$ cat src/sv/zcmp_pkg.sv
// ----------------------------------------------------------------------------
// zcmp_pkg
// Shared constants and types for the zig-zag count matrix power block.
// ----------------------------------------------------------------------------
package zcmp_pkg;

  localparam int unsigned DEF_MAX_WIDTH = 64;
  localparam logic [29:0] MODULUS = 30'd1000000007;
  localparam int unsigned LEN_W = 30;
  localparam int unsigned RW_W  = 7;
  localparam int unsigned VAL_W = 30;

  typedef enum logic [3:0] {
    ST_IDLE,
    ST_INIT,
    ST_CHECK,
    ST_MUL,
    ST_COPY,
    ST_SUM,
    ST_OUT
  } state_t;

  // a + b mod P, both below P
  function automatic logic [29:0] add_mod(input logic [29:0] a, input logic [29:0] b);
    logic [30:0] s;
    logic [30:0] d;
    s = {1'b0, a} + {1'b0, b};
    d = s - {1'b0, MODULUS};
    add_mod = d[30] ? s[29:0] : d[29:0];
  endfunction

endpackage

$ cat src/sv/zcmp_modmul.sv
// ----------------------------------------------------------------------------
// zcmp_modmul
// Sequential shift-add modular multiplier, one bit of the multiplier per cycle.
// ----------------------------------------------------------------------------
module zcmp_modmul (
  input  logic        clk,
  input  logic        rst,
  input  logic        start,
  input  logic [29:0] a,
  input  logic [29:0] b,
  output logic        done,
  output logic [29:0] prod
);
  import zcmp_pkg::*;

  logic [29:0] acc;
  logic [29:0] mcand;
  logic [29:0] mplier;
  logic [4:0]  bit_cnt;
  logic        busy;
  logic [29:0] acc_dbl;

  assign acc_dbl = add_mod(acc, acc);
  assign prod = acc;

  always_ff @(posedge clk) begin
    if (rst) begin
      busy <= 1'b0;
      done <= 1'b0;
    end else begin
      done <= 1'b0;
      if (start) begin
        busy    <= 1'b1;
        acc     <= '0;
        mcand   <= a;
        mplier  <= b;
        bit_cnt <= 5'd29;
      end else if (busy) begin
        // MSB first: acc = 2*acc + bit*a
        acc    <= mplier[29] ? add_mod(acc_dbl, mcand) : acc_dbl;
        mplier <= {mplier[28:0], 1'b0};
        if (bit_cnt == 5'd0) begin
          busy <= 1'b0;
          done <= 1'b1;
        end
        bit_cnt <= bit_cnt - 5'd1;
      end
    end
  end

endmodule

$ cat config.mk
export PLATFORM = sky130hd
export DESIGN_NAME = zcmp_modmul
export DESIGN_NICKNAME = d
export VERILOG_FILES = /design/src/sv/zcmp_pkg.sv /design/src/sv/zcmp_modmul.sv
export SDC_FILE = /design/constraint.sdc
export NUM_CORES = 1
export LEC_CHECK = 0
export ABC_AREA = 0
export ABC_CLOCK_PERIOD_IN_PS = 8900
export BUFFER_PORTS_ARGS = -buffer_cell sky130_fd_sc_hd__buf_4
export CAP_MARGIN = 20
export CORE_MARGIN = 2
export CORE_UTILIZATION = 40
export CTS_CLUSTER_DIAMETER = 40
export CTS_CLUSTER_SIZE = 40
export DETAILED_ROUTE_END_ITERATION = 7
export PLACE_DENSITY = 0.6
export REMOVE_ABC_BUFFERS = 1
export SLEW_MARGIN = 20
export SYNTH_ARGS = -nofsm -noshare
export SYNTH_HDL_FRONTEND = slang
export SYNTH_SLANG_ARGS = --single-unit
$ cat constraint.sdc
create_clock -name clk -period 8.9 [get_ports clk]
set_input_delay 1.335 -clock clk [delete_from_list [all_inputs] [get_ports clk]]
set_output_delay 1.335 -clock clk [all_outputs]
set_load 0.005 [all_outputs]
Word-level counts from Yosys, hierarchy flattened
Cells that the tools add are included.
{ "totals": {"regBits": 97, "inputBits": 63, "out_inout_bits": 31, "elab_cells": 29} }
{ "op_classes": {"add_sub_neg": 5, "mux": 11, "n_bitwise": 2, "n_reduce_logical": 5} }
{ "ops": {"columns": ["operator", "n"], "rows": [
  ["30-bit two-way mux", 6],
  ["30-bit by 30-bit adder with 31-bit output", 2],
  ["31-bit by 30-bit subtractor with 31-bit output (second input constant)", 2],
  ["5-bit logical NOT", 1],
  ["5-bit two-way mux", 1],
  ["5-bit by 1-bit subtractor with 5-bit output (second input constant)", 1],
  ["1-bit two-way mux", 4],
  ["2-bit AND reduction", 2],
  ["3-bit OR reduction", 1],
  ["1-bit inverter", 2],
  ["2-bit nonzero test", 1]
]} }

Longest topological paths before layout
{ "logic_depth": {"depth_word": 8, "ltp_mapped": 28} }

Worst setup path before layout
No wires, ideal clock.
{ "synth_path": {"path_kind": "register to register", "start": "register acc[7], in the netlist prod[7]", "end": "register acc[20], in the netlist prod[20], data pin", "t_arrival_ps": 5947, "required_ps": 8630, "path_slack_ps": 2683, "stages_incl_launch_ff": 28, "n_path_buf": 5, "synth_period_minus_slack_ps": 6217, "path_cell_list": "edfxtp_1 -> nor4_1 -> a21boi_0 -> o21ai_0 -> a21oi_1 -> o2111a_1 -> or3_1 -> and3_1 -> clkbuf_1 -> inv_1 -> buf_2 -> ha_1 -> inv_1 -> fa_1 -> nand2b_1 -> a21boi_1 -> nor2_1 -> xnor2_1 -> a2111oi_2 -> o311a_2 -> a211oi_2 -> o2111a_1 -> buf_6 -> xnor2_4 -> buf_6 -> buf_2 -> o211ai_1 -> o311ai_1"} }
{ "synth_via": {"elab_chain_cells": 8} }
{ "synth_rtl": {"columns": ["item", "line", "rtl"], "rows": [
  ["from (decl)", "zcmp_modmul.sv:16", "logic [29:0] acc;"],
  ["from (signal assigned)", "zcmp_modmul.sv:40", "acc <= mplier[29] ? add_mod(acc_dbl, mcand) : acc_dbl;"],
  ["30-bit by 30-bit adder with 31-bit output (*)", "zcmp_pkg.sv:27", "s = {1'b0, a} + {1'b0, b};"],
  ["31-bit by 30-bit subtractor with 31-bit output", "zcmp_pkg.sv:28", "d = s - {1'b0, MODULUS};"],
  ["30-bit two-way mux (*)", "zcmp_pkg.sv:29", "add_mod = d[30] ? s[29:0] : d[29:0];"],
  ["30-bit by 30-bit adder with 31-bit output", "zcmp_pkg.sv:27", null],
  ["31-bit by 30-bit subtractor with 31-bit output", "zcmp_pkg.sv:28", null],
  ["30-bit two-way mux", "zcmp_pkg.sv:29", null],
  ["30-bit two-way mux (*)", "zcmp_modmul.sv:40", null],
  ["30-bit two-way mux (*)", "zcmp_modmul.sv:38", "end else if (busy) begin"]
]} }
Mark *: on every way between the ends. The rest lies on a longest branch, timed or not. The select of a mux whose other input is x is not followed.
A chain may end at the register's enable or synchronous reset.

Worst setup path after layout
{ "layout_path": {"start": "register acc[5], in the netlist prod[5]", "end": "register acc[22], in the netlist prod[22], data pin"} }
The elaborated chain is that of the path after synthesis.

==> qor.yml <==
skew_ps: 10.4
path_max_fanout: 35
cpMaxStageDelayCell: "xnor2_4"
htree_levels: 3
clk_pin_slew_worst_paths_ps: 70
dieArea_mm2: 0.0206
clkSinkCount: 97
final_nets: 1011
avgSynthCellArea_um2: 9.29
die_x_um: 144
dieHeight_um: 144
synthCells: 839
core_area_mm2: 0.0193
insertion_delay_ps: 360
grt_pass1_wl_um: 33700
hold_viol: 0
hp-class: "reg2reg"
final_max_slew_viol_count: 0
fill_cells: 1918
synth_top_area_cell: "edfxtp_1"
path_cells: "nor4_1, a21boi_0, o21ai_0, a21oi_1, o2111a_1, or3_1, and3_1, inv_1, ha_1, inv_1, fa_1, nand2b_1, a21bo_4, a21o_1, a21oi_1, o21a_1, o311ai_1, or3_1, o2111a_1, buf_4, xnor2_4, mux2i_1, a2111oi_2"
num_vias: 6835
yosysWarnings: 0
most-common-layout-cells: "buf_4, edfxtp_1, nand2_1, nor2_1, a21oi_1"
synthFlopType: "edfxtp_1"
yosysTopAreaCellShare: 0.366
antenna_cells: 0
port_buffers: 93
ant_nets: 0
viasPerCell: 5.78
drc_errors: 0
synth.distinct_cells: 80
ys_ff_latch: 97
outcome: "completed"
first_iter_violations: 625
postCtsHoldBufs: 0
io_pins: 94
yosysSeqAreaShare: 0.371
grt_pass1_vias: 6232
start_util: 0.405
cts.path.max_buffers: 2
dp_hpwl_um: 15900
postCtsSetupBuffers: 0
cpPeakStageDelay_ps: 810
worst_pin_slew_ps: 1050
cts_buffers: 9
fin_crit_sh: 0.892
post-route-min-period_ps: 7940
cts_tree: "built"
worstPathRequired_ps: 9060
track_usage: 0.212
final_common_cell: "buf_4"
place.gp.congestion: 0.937
synth.top_cells.by_area: "edfxtp_1, ha_1, mux2_2, a21oi_1, nand2_1"
arrival_ps: 8100
num_rows: 51
start_kind: "flop"
cp_top_family: "compound AO/OA/AOI/OAI gates"
drt_wl_total_um: 21600
async_flop_share: 0
crit_type: "reg2reg"
gr-total-overflow: 0
drt_pre_antenna_iters: 5
max_cap_viol_count: 0
fmax_ghz: 0.126
grt_max_degree: 44
critPathCaptureType: "flop"
avgRoutedWirePerCell_um: 18.3
drive_gt1_frac: 0.188
setup_tns_ps: 0
synth_edf_count: 95
post_cts_resized: 0
maxSlewHeadroom: 0.298
cts-root-buf: "clkbuf_16"
syn2layout_area_growth_pct: 15.3
crit_buf_inv: 3
finalSetupViolations: 0
syn-cell-area_mm2: 0.00780
antenna_found_initial: 0
rsz0062_at_grt: "false"
cell families after synthesis:
kind of cell,share of synthesized area
xor gates and xnor gates,0.0507
buffers and inverters,0.0334
muxes,0.0589
and+or+nand+nor,0.212
adders and majority gates,0.0587
AOI/OAI and AO/OA,0.215
DFF,0.371
per-layer routing:
| metal | vias to the layer above | GRT usage | wire (um) |
|---|---|---|---|
| li1 | 3383 | - | - |
| met1 | 3192 | 0.289 | 9940 |
| met2 | 228 | 0.341 | 9970 |
| met3 | 32 | 0.0380 | 1150 |
| met4 | 0 | 0.0671 | 525 |
| met5 | - | 0 | 0 |
synth_stat cells (all sizes together), types with 5 or more instances:
cell and number:
xor2 22, nor3b 8, o21a 7, inv 19
a22oi 5, a211oi 18, nor2b 7, or3 13
o211ai 11, xnor2 21, nor4 11, buf 13
nand2 75, a21oi 61, a2111oi 5, nand2b 16
nor3 28, a21boi 8, nand4 16, mux2 33
nand3 33, o21ai 42, ha 35, o211a 6
clkbuf 27, a31oi 6, edfxtp 95, or4 5
and2 19, and3 10, nor2 69, o31ai 5
mux2i 8, nor4b 5, a21o 13
per-stage QoR:
step	util	setup slack, ps	cell area [um2]	std cells	hold WS, ps
6_report	0.467	964	8990	1182	512
4_1_cts	0.467	1020	8990	1182	514
3_5_place_dp	0.453	1090	8730	1166	504
3_3_place_gp	0.453	1200	8730	1166	501
5_1_grt	0.467	358	8990	1182	522
2_1_floorplan	-	2160	7610	799	491
sequential cells by signal (all words and copies together), names as in the netlist:
name	cells
mcand	30
mplier	30
bit_cnt	5
prod	30
done	1
busy	1
worst register-to-register path, delay by kind of cell (launching register included):
kind | cells | cell delay (ps)
AO/OA/AOI/OAI | 11 | 2970
AND/OR/NAND/NOR | 5 | 1860
XOR/XNOR | 1 | 810
adder cells (fa/ha/maj) | 2 | 720
buffers and inverters | 3 | 700
flip-flops | 1 | 450
multiplexers | 1 | 220
final cells by class:
type                       count  area (um2)  share of cell area
tap                          265         332              0.0369
inverter                      19        71.3             0.00793
sequential                    97        2890               0.322
multi-input combinational    683        4670               0.519
timing repair buffer         102         766              0.0852
clock inverter                 4        27.5             0.00306
clock buffer                  12         236              0.0263
worst paths after layout:
kind / startpoint / to / slack, ps / cells past startpoint
setup / recovery: prod[5] / prod[22] / 960 / 23
hold / removal: busy / done / 510 / 1
setup reg to reg: prod[5] / prod[22] / 960 / 23
hold reg to reg: busy / done / 510 / 1
Power is not shown: default switching activity piles up to over one toggle a cycle in this logic, so the estimate is an artifact.
